--- config.mk ---
export PLATFORM = sky130hd
export DESIGN_NAME = nmea_rmc_sentence_parser_top
export DESIGN_NICKNAME = d
export VERILOG_FILES = /design/src/hdl/nrmc_pkg.sv /design/src/hdl/nmea_rmc_sentence_parser_top.sv
export SDC_FILE = /design/constraint.sdc
export NUM_CORES = 2
export LEC_CHECK = 0
export BUFFER_PORTS_ARGS = -buffer_cell sky130_fd_sc_hd__buf_4
export CAP_MARGIN = 10
export CORE_UTILIZATION = 59
export CTS_CLUSTER_DIAMETER = 50
export DETAILED_ROUTE_END_ITERATION = 16
export PLACE_DENSITY = 0.89
export SYNTH_ARGS = -nofsm -noshare
export SYNTH_HDL_FRONTEND = slang
export SYNTH_SLANG_ARGS = --single-unit
--- constraint.sdc ---
create_clock -name clk_i -period 9.7 [get_ports clk_i]
set_input_delay 0.97 -clock clk_i [delete_from_list [all_inputs] [get_ports clk_i]]
set_output_delay 0.97 -clock clk_i [all_outputs]
set_load 0.01 [all_outputs]
--- src/hdl/nrmc_pkg.sv ---
// Package for the RMC sentence parser: sizes, character codes, arithmetic constants.
// Shared by the parser top level, its checker and the testbench. No dependencies.
`default_nettype none
package nrmc_pkg;

  localparam int BUFFER_BYTES = 128;
  localparam int FIELD_CHARS  = 15;

  localparam int CNT_W  = $clog2(BUFFER_BYTES);
  localparam int TCH_W  = $clog2(FIELD_CHARS + 1);

  localparam logic [7:0] CH_DOLLAR = 8'h24;
  localparam logic [7:0] CH_STAR   = 8'h2A;
  localparam logic [7:0] CH_COMMA  = 8'h2C;
  localparam logic [7:0] CH_DOT    = 8'h2E;
  localparam logic [7:0] CH_ZERO   = 8'h30;
  localparam logic [7:0] CH_NINE   = 8'h39;
  localparam logic [7:0] CH_R      = 8'h52;
  localparam logic [7:0] CH_M      = 8'h4D;
  localparam logic [7:0] CH_C      = 8'h43;
  localparam logic [7:0] CH_S      = 8'h53;
  localparam logic [7:0] CH_W      = 8'h57;
  localparam logic [7:0] CH_A      = 8'h41;
  localparam logic [7:0] CH_V      = 8'h56;

  localparam logic [16:0] INT_PART_MAX = 17'd99999;
  localparam logic [3:0]  PH_INT       = 4'd0;
  localparam logic [3:0]  PH_FRAC_END  = 4'd5;
  localparam logic [3:0]  PH_DONE      = 4'd15;

  // floor(x/100) = (x*167773)>>24 for x < 199728
  localparam logic [17:0] DIV100_MUL = 18'd167773;
  // floor(x/3) = (x*2796203)>>23 for x < 2^23
  localparam logic [21:0] DIV3_MUL   = 22'd2796203;

  localparam logic [30:0] POS_LIMIT  = 31'd1001000000;

  typedef struct packed {
    logic [2:0][7:0]  tm;
    logic             fix;
    logic             upd;
    logic [1:0][16:0] ip;
    logic [1:0][13:0] frac;
    logic [1:0]       neg;
  } snap_t;

  function automatic logic [13:0] frac_weight(input logic [3:0] ph);
    logic [13:0] w;
    case (ph)
      4'd1:    w = 14'd1000;
      4'd2:    w = 14'd100;
      4'd3:    w = 14'd10;
      4'd4:    w = 14'd1;
      default: w = 14'd0;
    endcase
    return w;
  endfunction

endpackage
`default_nettype wire

--- src/hdl/nmea_rmc_sentence_parser_top.sv ---
// RMC sentence parser: byte-wise parser state plus a five-stage coordinate pipeline.
// Depends on nrmc_pkg.
//
// Throughput: one byte per cycle unless in_stall_o is high; a '*' byte enters the
//   pipeline in the cycle it is taken. A result for a '*' transfer passes the snapshot
//   register, four stages for the divide-by-100 and divide-by-3 reciprocal multiplies
//   and the output register, and is held back while the output stalls.
// Reset: asynchronous, active low; clears parser state, held time/fix/position and all
//   pipeline valid bits.
`default_nettype none
module nmea_rmc_sentence_parser_top (
  input  wire logic               clk_i,
  input  wire logic               rst_ni,
  input  wire logic               in_valid_i,
  output logic                    in_stall_o,
  input  wire logic [7:0]         rx_byte_i,
  output logic                    out_valid_o,
  input  wire logic               out_stall_i,
  output logic [7:0]              hour_o,
  output logic [7:0]              minute_o,
  output logic [7:0]              second_o,
  output logic                    fix_valid_o,
  output logic signed [30:0]      latitude_udeg_o,
  output logic signed [30:0]      longitude_udeg_o,
  output logic                    position_updated_o
);
  import nrmc_pkg::*;

  // ---------------------------------------------------------------------------
  // Parser state (per sentence, cleared by '$')
  // ---------------------------------------------------------------------------
  logic [CNT_W-1:0]  cnt_q, cnt_d;
  logic              first_q, first_d;
  logic              second_q, second_d;
  logic              stk_q, stk_d;        // status character taken
  logic [2:0]        tpos_q, tpos_d;
  logic [5:0][7:0]   tch_q, tch_d;
  logic [7:0]        stat_q, stat_d;
  logic [7:0]        tok_q, tok_d;
  logic [TCH_W-1:0]  tcnt_q, tcnt_d;      // chars in current token, saturates at FIELD_CHARS
  logic              pwc_q, pwc_d;        // previous byte was a comma
  logic [1:0][7:0]   win_q, win_d;
  logic              tf_q, tf_d;          // "RMC" seen
  logic [1:0][16:0]  ci_q, ci_d;
  logic [1:0][13:0]  cf_q, cf_d;
  logic [1:0][3:0]   ph_q, ph_d;
  logic [1:0][7:0]   hemi_q, hemi_d;

  // Held across sentences
  logic [2:0][7:0]   htm_q, htm_d;
  logic              hfix_q, hfix_d;
  logic [1:0][30:0]  hpos_q;

  // Pipeline
  logic              v1_q, v2_q, v3_q, v4_q, v5_q, out_v_q;
  logic              free1, free2, free3, free4, free5, free6;
  logic              accept, star;

  snap_t             s1_q, s1_d;
  snap_t             s2_q, s3_q, s4_q, s5_q;
  logic [1:0][9:0]   deg2_q, deg3_q;
  logic [1:0][6:0]   rem3_q;
  logic [1:0][19:0]  m4_q;
  logic [1:0][29:0]  dm4_q, dm5_q;
  logic [1:0][20:0]  t5_q;

  logic [1:0][9:0]   deg2_d;
  logic [1:0][6:0]   rem3_d;
  logic [1:0][19:0]  m4_d;
  logic [1:0][29:0]  dm4_d;
  logic [1:0][20:0]  t5_d;
  logic [1:0][30:0]  pos_new, pos_sel;

  // Each stage loads when it is empty or its contents move on.
  assign free6  = !out_v_q || !out_stall_i;
  assign free5  = !v5_q || free6;
  assign free4  = !v4_q || free5;
  assign free3  = !v3_q || free4;
  assign free2  = !v2_q || free3;
  assign free1  = !v1_q || free2;

  assign in_stall_o = !free1;
  assign accept     = in_valid_i && !in_stall_o;
  assign star       = accept && (rx_byte_i == CH_STAR);

  // ---------------------------------------------------------------------------
  // Byte parser: next state of every per-sentence register for this byte.
  // ---------------------------------------------------------------------------
  always_comb begin
    logic [7:0]  b;
    logic        dig;
    logic [3:0]  dv;
    logic [20:0] iv;
    logic [1:0]  sel;
    logic [7:0]  tv;
    b  = rx_byte_i;
    dig = (b >= CH_ZERO) && (b <= CH_NINE);
    dv  = b[3:0];
    iv  = '0;
    sel = '0;
    tv  = '0;

    cnt_d = cnt_q;  first_d = first_q; second_d = second_q; stk_d = stk_q;
    tpos_d = tpos_q; tch_d = tch_q; stat_d = stat_q; tok_d = tok_q;
    tcnt_d = tcnt_q; pwc_d = pwc_q; win_d = win_q; tf_d = tf_q;
    ci_d = ci_q; cf_d = cf_q; ph_d = ph_q; hemi_d = hemi_q;
    htm_d = htm_q; hfix_d = hfix_q;

    if (accept) begin
      if (b == CH_DOLLAR) begin
        cnt_d = '0; first_d = 1'b0; second_d = 1'b0; stk_d = 1'b0;
        tpos_d = '0; tch_d = '0; stat_d = '0; tok_d = '0; tcnt_d = '0;
        pwc_d = 1'b1; win_d = '0; tf_d = 1'b0;
        ci_d = '0; cf_d = '0; ph_d = {PH_INT, PH_INT}; hemi_d = '0;
      end

      if (cnt_d < CNT_W'(BUFFER_BYTES - 1)) begin
        if (second_d && !stk_d) begin
          stat_d = b;
          stk_d  = 1'b1;
        end
        if (first_d && (tpos_d < 3'd6)) begin
          tch_d[tpos_d] = b;
          tpos_d        = tpos_d + 3'd1;
        end
        if (b == CH_COMMA) begin
          if (!first_d) first_d = 1'b1;
          else if (!second_d) second_d = 1'b1;
        end

        if ((win_d[0] == CH_R) && (win_d[1] == CH_M) && (b == CH_C)) tf_d = 1'b1;
        win_d[0] = win_d[1];
        win_d[1] = b;

        if (b == CH_COMMA) begin
          pwc_d = 1'b1;
        end else begin
          if (pwc_d) begin
            if (tok_d != 8'd255) tok_d = tok_d + 8'd1;
            tcnt_d = '0;
          end
          pwc_d = 1'b0;
          sel[0] = (tok_d == 8'd4) && (tcnt_d < TCH_W'(FIELD_CHARS));
          sel[1] = (tok_d == 8'd6) && (tcnt_d < TCH_W'(FIELD_CHARS));
          for (int k = 0; k < 2; k++) begin
            if (sel[k]) begin
              if (ph_d[k] == PH_INT) begin
                if (dig) begin
                  iv = 21'(ci_d[k]) * 21'd10 + 21'(dv);
                  ci_d[k] = (iv > 21'(INT_PART_MAX)) ? INT_PART_MAX : iv[16:0];
                end else if (b == CH_DOT) begin
                  ph_d[k] = 4'd1;
                end else begin
                  ph_d[k] = PH_DONE;
                end
              end else if (ph_d[k] <= PH_FRAC_END) begin
                if (dig) begin
                  if (ph_d[k] < PH_FRAC_END) begin
                    cf_d[k] = cf_d[k] + 14'(dv) * frac_weight(ph_d[k]);
                    ph_d[k] = ph_d[k] + 4'd1;
                  end
                end else begin
                  ph_d[k] = PH_DONE;
                end
              end
            end
          end
          if (tcnt_d == '0) begin
            if (tok_d == 8'd5) hemi_d[0] = b;
            else if (tok_d == 8'd7) hemi_d[1] = b;
          end
          if (tcnt_d != TCH_W'(FIELD_CHARS)) tcnt_d = tcnt_d + TCH_W'(1);
        end
        cnt_d = cnt_d + CNT_W'(1);
      end

      // Result on '*': refresh held time and fix from the updated state.
      if (b == CH_STAR && first_d) begin
        if (tpos_d >= 3'd6) begin
          for (int k = 0; k < 3; k++) begin
            tv = tch_d[2*k] * 8'd10;
            htm_d[k] = tv + tch_d[2*k+1] - 8'd16;
          end
        end
        if (second_d && stk_d && ((stat_d == CH_A) || (stat_d == CH_V)))
          hfix_d = (stat_d == CH_A);
      end
    end
  end

  // Snapshot taken into the pipeline with a '*' transfer
  always_comb begin
    s1_d.tm   = htm_d;
    s1_d.fix  = hfix_d;
    s1_d.upd  = hfix_d && tf_d;
    s1_d.ip   = ci_d;
    s1_d.frac = cf_d;
    s1_d.neg  = {hemi_d[1] == CH_W, hemi_d[0] == CH_S};
  end

  always_ff @(posedge clk_i or negedge rst_ni) begin
    if (!rst_ni) begin
      cnt_q <= '0; first_q <= 1'b0; second_q <= 1'b0; stk_q <= 1'b0;
      tpos_q <= '0; tch_q <= '0; stat_q <= '0; tok_q <= '0; tcnt_q <= '0;
      pwc_q <= 1'b1; win_q <= '0; tf_q <= 1'b0;
      ci_q <= '0; cf_q <= '0; ph_q <= {PH_INT, PH_INT}; hemi_q <= '0;
      htm_q <= '0; hfix_q <= 1'b0;
    end else begin
      cnt_q <= cnt_d; first_q <= first_d; second_q <= second_d; stk_q <= stk_d;
      tpos_q <= tpos_d; tch_q <= tch_d; stat_q <= stat_d; tok_q <= tok_d;
      tcnt_q <= tcnt_d; pwc_q <= pwc_d; win_q <= win_d; tf_q <= tf_d;
      ci_q <= ci_d; cf_q <= cf_d; ph_q <= ph_d; hemi_q <= hemi_d;
      htm_q <= htm_d; hfix_q <= hfix_d;
    end
  end

  // ---------------------------------------------------------------------------
  // Coordinate pipeline
  //   stage 2: degrees = integer part / 100 (reciprocal multiply)
  //   stage 3: minutes integer = integer part - 100 * degrees
  //   stage 4: minutes in 1e-4 units; degrees * 1e6
  //   stage 5: minutes * 5 / 3 (reciprocal multiply)
  //   output : add, apply hemisphere sign, update held position
  // ---------------------------------------------------------------------------
  always_comb begin
    logic [34:0] p100;
    logic [16:0] r17;
    logic [22:0] q5;
    logic [44:0] p3;
    logic [30:0] sum;
    for (int k = 0; k < 2; k++) begin
      p100      = 35'(s1_q.ip[k]) * 35'(DIV100_MUL);
      deg2_d[k] = p100[33:24];
      r17       = s2_q.ip[k] - (17'(deg2_q[k]) * 17'd100);
      rem3_d[k] = r17[6:0];
      m4_d[k]   = 20'(rem3_q[k]) * 20'd10000 + 20'(s3_q.frac[k]);
      dm4_d[k]  = 30'(deg3_q[k]) * 30'd1000000;
      q5        = {m4_q[k], 2'b00} + 23'(m4_q[k]);
      p3        = 45'(q5) * 45'(DIV3_MUL);
      t5_d[k]   = p3[43:23];
      sum       = 31'(dm5_q[k]) + 31'(t5_q[k]);
      pos_new[k] = s5_q.neg[k] ? (31'd0 - sum) : sum;
      pos_sel[k] = s5_q.upd ? pos_new[k] : hpos_q[k];
    end
  end

  always_ff @(posedge clk_i or negedge rst_ni) begin
    if (!rst_ni) begin
      v1_q <= 1'b0; v2_q <= 1'b0; v3_q <= 1'b0; v4_q <= 1'b0; v5_q <= 1'b0;
      out_v_q <= 1'b0;
      hpos_q <= '0;
    end else begin
      if (free1) v1_q <= star;
      if (free2) v2_q <= v1_q;
      if (free3) v3_q <= v2_q;
      if (free4) v4_q <= v3_q;
      if (free5) v5_q <= v4_q;
      if (free6) begin
        out_v_q <= v5_q;
        if (v5_q) hpos_q <= pos_sel;
      end
    end
  end

  // Payload registers: load when the stage loads
  always_ff @(posedge clk_i) begin
    if (free1) s1_q <= s1_d;
    if (free2) begin
      s2_q <= s1_q; deg2_q <= deg2_d;
    end
    if (free3) begin
      s3_q <= s2_q; deg3_q <= deg2_q; rem3_q <= rem3_d;
    end
    if (free4) begin
      s4_q <= s3_q; m4_q <= m4_d; dm4_q <= dm4_d;
    end
    if (free5) begin
      s5_q <= s4_q; dm5_q <= dm4_q; t5_q <= t5_d;
    end
    if (free6 && v5_q) begin
      hour_o             <= s5_q.tm[0];
      minute_o           <= s5_q.tm[1];
      second_o           <= s5_q.tm[2];
      fix_valid_o        <= s5_q.fix;
      position_updated_o <= s5_q.upd;
      latitude_udeg_o    <= pos_sel[0];
      longitude_udeg_o   <= pos_sel[1];
    end
  end

  assign out_valid_o = out_v_q;

endmodule
`default_nettype wire

==> After elaboration in Yosys (flattened, before gate mapping) <==
Index checks and enable logic that the tools add are counted.
{ "classes": {"mul": 17, "add_sub_neg": 26, "eq_ne": 25, "muxes": 145, "reduce_logical": 35, "order_cmp": 14} }
{ "ops": {"columns": ["operator", "count"], "rows": [
  ["14-bit two-way mux", 26],
  ["48-bit two-way mux", 5],
  ["34-bit two-way mux", 5],
  ["8-bit two-way mux", 21],
  ["28-bit two-way mux", 5],
  ["17-bit two-way mux", 8],
  ["16-bit two-way mux", 8],
  ["31-bit two-way mux", 4],
  ["23-bit by 22-bit multiplier with 44-bit output, second input constant", 2],
  ["4-bit two-way mux", 21],
  ["10-bit case mux with 4 select lines", 2],
  ["24-bit two-way mux", 3],
  ["17-bit by 18-bit multiplier with 34-bit output, second input constant", 2],
  ["30-bit by 21-bit adder with 31-bit output", 2],
  ["1-bit by 31-bit subtractor with 31-bit output, first input constant", 2],
  ["8-bit by 7-bit == test with 1-bit output, second input constant", 7],
  ["48-bit bitwise mux", 1],
  ["10-bit by 14-bit multiplier with 24-bit output, second input constant", 2],
  ["22-bit by 20-bit adder with 23-bit output", 2],
  ["21-bit by 4-bit adder with 21-bit output", 2],
  ["21-bit by 17-bit > comparator with 1-bit output, second input constant", 2],
  ["20-bit by 14-bit adder with 20-bit output", 2],
  ["17-bit by 3-bit multiplier with 20-bit output, second input constant", 2],
  ["8-bit by 3-bit == test with 1-bit output, second input constant", 4],
  ["37 further kinds", 122]
]} }
{ "totals": {"elab_cells": 361, "input_bits": 12, "output_inout_bits": 90, "register_bits": 870} }

==> Logic depth before layout (Yosys ltp) <==
{ "depth": {"ltp_word": 31, "mapped_depth": 39, "mapped_depth_nobuf": 39} }

==> Worst setup path after synthesis <==
Ideal clock, no wire load.
{ "synth_path": {"kind": "in2reg", "startpoint": "in out_stall_i", "endpoint": "reg s1_q[59] (netlist bit) (data pin)", "slack_ps": -151, "arrival_ps": 9591, "t_required_ps": 9439, "n_path_buf": 1, "path_stages": 9, "cell_sequence": "nand3_1 nor2_1 nand4_1 nand2_1 nor2_1 nand3_1 clkbuf_1 nor3_1 a32o_1"} }
{ "synth_lines": {"columns": ["item", "line_no", "source"], "rows": [
  ["from (decl)", "nmea_rmc_sentence_parser_top.sv:18", "input wire logic out_stall_i,"],
  ["to (signal assigned)", "nmea_rmc_sentence_parser_top.sv:267", "if (free1) s1_q <= s1_d;"],
  ["to (decl)", "nmea_rmc_sentence_parser_top.sv:59", "snap_t s1_q, s1_d;"]
]} }

==> qor.txt <==
status = finished clean
CP Max Fanout = 6
cts bufs inserted = 97
via count = 51,900
syn_nets = 9,009
post-synthesis sequential area ratio = 32.1%
Clock Sinks = 867
max-cap violations = 0
Worst setup endpoint = t5_q[35]$_DFFE_PP_
Slew Limit Headroom = 26.6%
Top cell by count, worst path = fa_1
# rows = 132
post-synthesis simple-gate area fraction = 7.71%
top cell type's share of synthesized area = 23.1%
total track usage = 27.1%
die area = 132,000 µm²
Worst-Skew Late Latency = 0.76 ns
global-route wire length before repair = 284,000 µm
most instantiated library cell after synthesis = inv_1
post-synthesis register bit count = 867
Yosys cell types = 86
DRC viols = 0
CP Class = register to register
CTS tree = built
Reg clk slew, reported paths = 0.07 ns
H-tree levels = 3
Port Buffers = 101
Layout Nets = 9,149
crit path DAT = 9.81 ns
crit path max-delay cell type = fa_1
Reg-to-Reg End = t5_q[35]$_DFFE_PP_
Setup Skew = 0.0816 ns
adder-cell area share of the yosys netlist = 38.0%
area of the mapped netlist = 76,900 µm²
Setup crit end kind = register
top cells by area, synth = edfxtp_1 (23%), ha_1 (20%), fa_1 (18%), dfrtp_1 (8.9%), inv_1 (6.8%)
top cells by count, synth = inv_1 (1,399), ha_1 (1,201), fa_1 (710)
Setup crit start = m4_q[20]$_DFFE_PP_
ys flop type = edfxtp_1
area occupied by multi-input gates = 46,700 µm²
1st-pass router iterations = 6
Post-Synth XOR/XNOR Area = 4.82%
hold buffers post-CTS = 0
Vias/cell = 5.73
# setup viols final = 0
R2R setup slack = 0.32 ns
Area growth syn-to-layout = 8.66%
WL final = 176,000 µm
Synth area leader = edfxtp_1
diode count = 0
RSZ-0062 raised after global routing = true
RePlAce Congestion = 0.953
vias in the first global route = 54,900
share of post-route cells with drive strength above 1 = 6.80%
max-slew violation count = 0
initial antenna violation count = 2
Slew @ Worst Pin = 1.10 ns
largest net degree at the start of global routing = 108
Detailed Place HPWL = 137,000 µm
CP peak stage delay = 0.56 ns
Synth Warn # = 0
Die Wd = 363 µm
fmax = 107 MHz
hold crit path type = primary input to asynchronous set/reset pin
worst reg2reg startpoint = m4_q[20]$_DFFE_PP_
post-DR wirelength/cell = 19.4 µm
core area = 129,000 µm²
Cells after Synth = 7,086
Die Y = 363 µm
async set-reset flop share out of synthesis = 31.7%
1st-iter DRT viols = 4,060
clk root buf = clkbuf_16
fraction of synthesized area in multiplexers = 1.36%
Req. time, crit path = 10.13 ns
# fillers = 9,254
Final Critical Period = 9.38 ns
Final Hold Vio Count = 0
Final ANT Viol Nets = 0
IO Count = 102
number of synthesized flops with an enable pin = 592
period utilisation layout = 96.7%
GRT Residual Overflow = 0
compound-cell area share of the yosys netlist = 8.63%
Initial Util = 59.4%
post-layout util = 64.6%
Register Area = 24,700 µm²
Worst setup SP type = register
largest family of logic cells by synthesized area = adder cells
R2R cell count = 37
Mean Syn Cell Area = 10.9 µm²
Clock Path Buffers = 3
area by class of cell:
cell class / instances / area share (%)
Timing Repair Buffer: 164 / 1.49
Tap cell: 1742 / 2.61
Inverter: 1400 / 6.29
Clock inverter: 65 / 1.09
Multi-Input combinational cell: 4696 / 55.9
Clock buffer: 119 / 3.13
Sequential cell: 867 / 29.5
per-stage QoR:
stage	setup WS, ns	hold WS (ns)	TNS [ns]	instance area (µm²)	cells
floorplan	0.623	0.400	0	76900	7086
global placement	0.272	0.402	0	79900	8862
detailed placement	-0.0862	0.405	-0.254	79900	8862
CTS	0.0273	0.275	0	83400	9046
global route	-0.0593	0.357	-0.151	83600	9053
finish	0.316	0.282	0	83600	9053
metal layers:
layer	up-vias	GRT usage, %	wire length (µm)
met5	-	0	0
met4	0	8.65	5290
met3	387	3.77	11000
met2	1753	46.8	86900
met1	25700	35.1	72500
li1	24100	-	-
placed cells by master, fill, tap and decap left out, types with 101 or more instances in the layout:
cell	n
a21oi_1	289
buf_4	162
clkbuf_16	101
dfrtp_1	274
edfxtp_1	592
fa_1	710
ha_1	1200
inv_1	1397
nand2_1	388
nand3_1	132
nor2_1	253
o21ai_0	270
xnor2_1	286
xor2_1	133
cell families (layout without fill, tap and decap cells):
group | count (synthesis) | after routing
multiplexers | 94 | 94
buffers and inverters | 1523 | 1748
AO/OA/AOI/OAI | 1044 | 1044
adder cells (fa/ha/maj) | 1911 | 1911
AND/OR/NAND/NOR | 1224 | 1224
flip-flops | 867 | 867
XOR/XNOR | 423 | 423
registers in the layout, summed over array words and instances (netlist names), 28 cells and up:
signal and count:
cf_q 28, m4_q 40, hpos_q 62, s2_q 70
tch_q 45, s4_q 28, ci_q 34, latitude_udeg_o 31
dm5_q 48, s3_q 56, longitude_udeg_o 31, s1_q 90
s5_q 28, dm4_q 48, t5_q 42
worst max-delay path: cells and delay by family, from the launching register on:
family,cells,cell delay [ns]
flip-flops,1,0.41
adder cells (fa/ha/maj),10,4.39
XOR/XNOR,1,0.18
AND/OR/NAND/NOR,4,0.52
buffers and inverters,4,0.21
AO/OA/AOI/OAI,18,3.33
how the worst min path moves through the flow:
| stage | startpoint | end | slack (ns) | cells after the start |
|---|---|---|---|---|
| final | rst_ni | cf_q[19]$_DFF_PN0_ | 0.28 | 1 |
| after CTS | rst_ni | cf_q[19]$_DFF_PN0_ | 0.27 | 1 |
| after global placement | s2_q[31]$_DFFE_PP_ | rem3_q[1]$_DFFE_PP_ | 0.40 | 0 |
| after detailed placement | dm4_q[36]$_DFFE_PP_ | dm5_q[36]$_DFFE_PP_ | 0.40 | 0 |
| after global routing | rst_ni | cf_q[19]$_DFF_PN0_ | 0.36 | 1 |
| after floorplan | deg2_q[15]$_DFFE_PP_ | deg3_q[15]$_DFFE_PP_ | 0.40 | 0 |
repair_timing:
| action | 4_1_cts | 5_1_grt |
|---|---|---|
| gates resized for setup | 5 | 32 |
| pin swaps | 0 | 10 |
| endpoints found under the setup margin | 6 | 26 |
| buffers inserted | 0 | 6 |
Power is left out: the tool's default activity adds up to more than one toggle a clock period on the data nets, which glitch-free logic cannot reach.
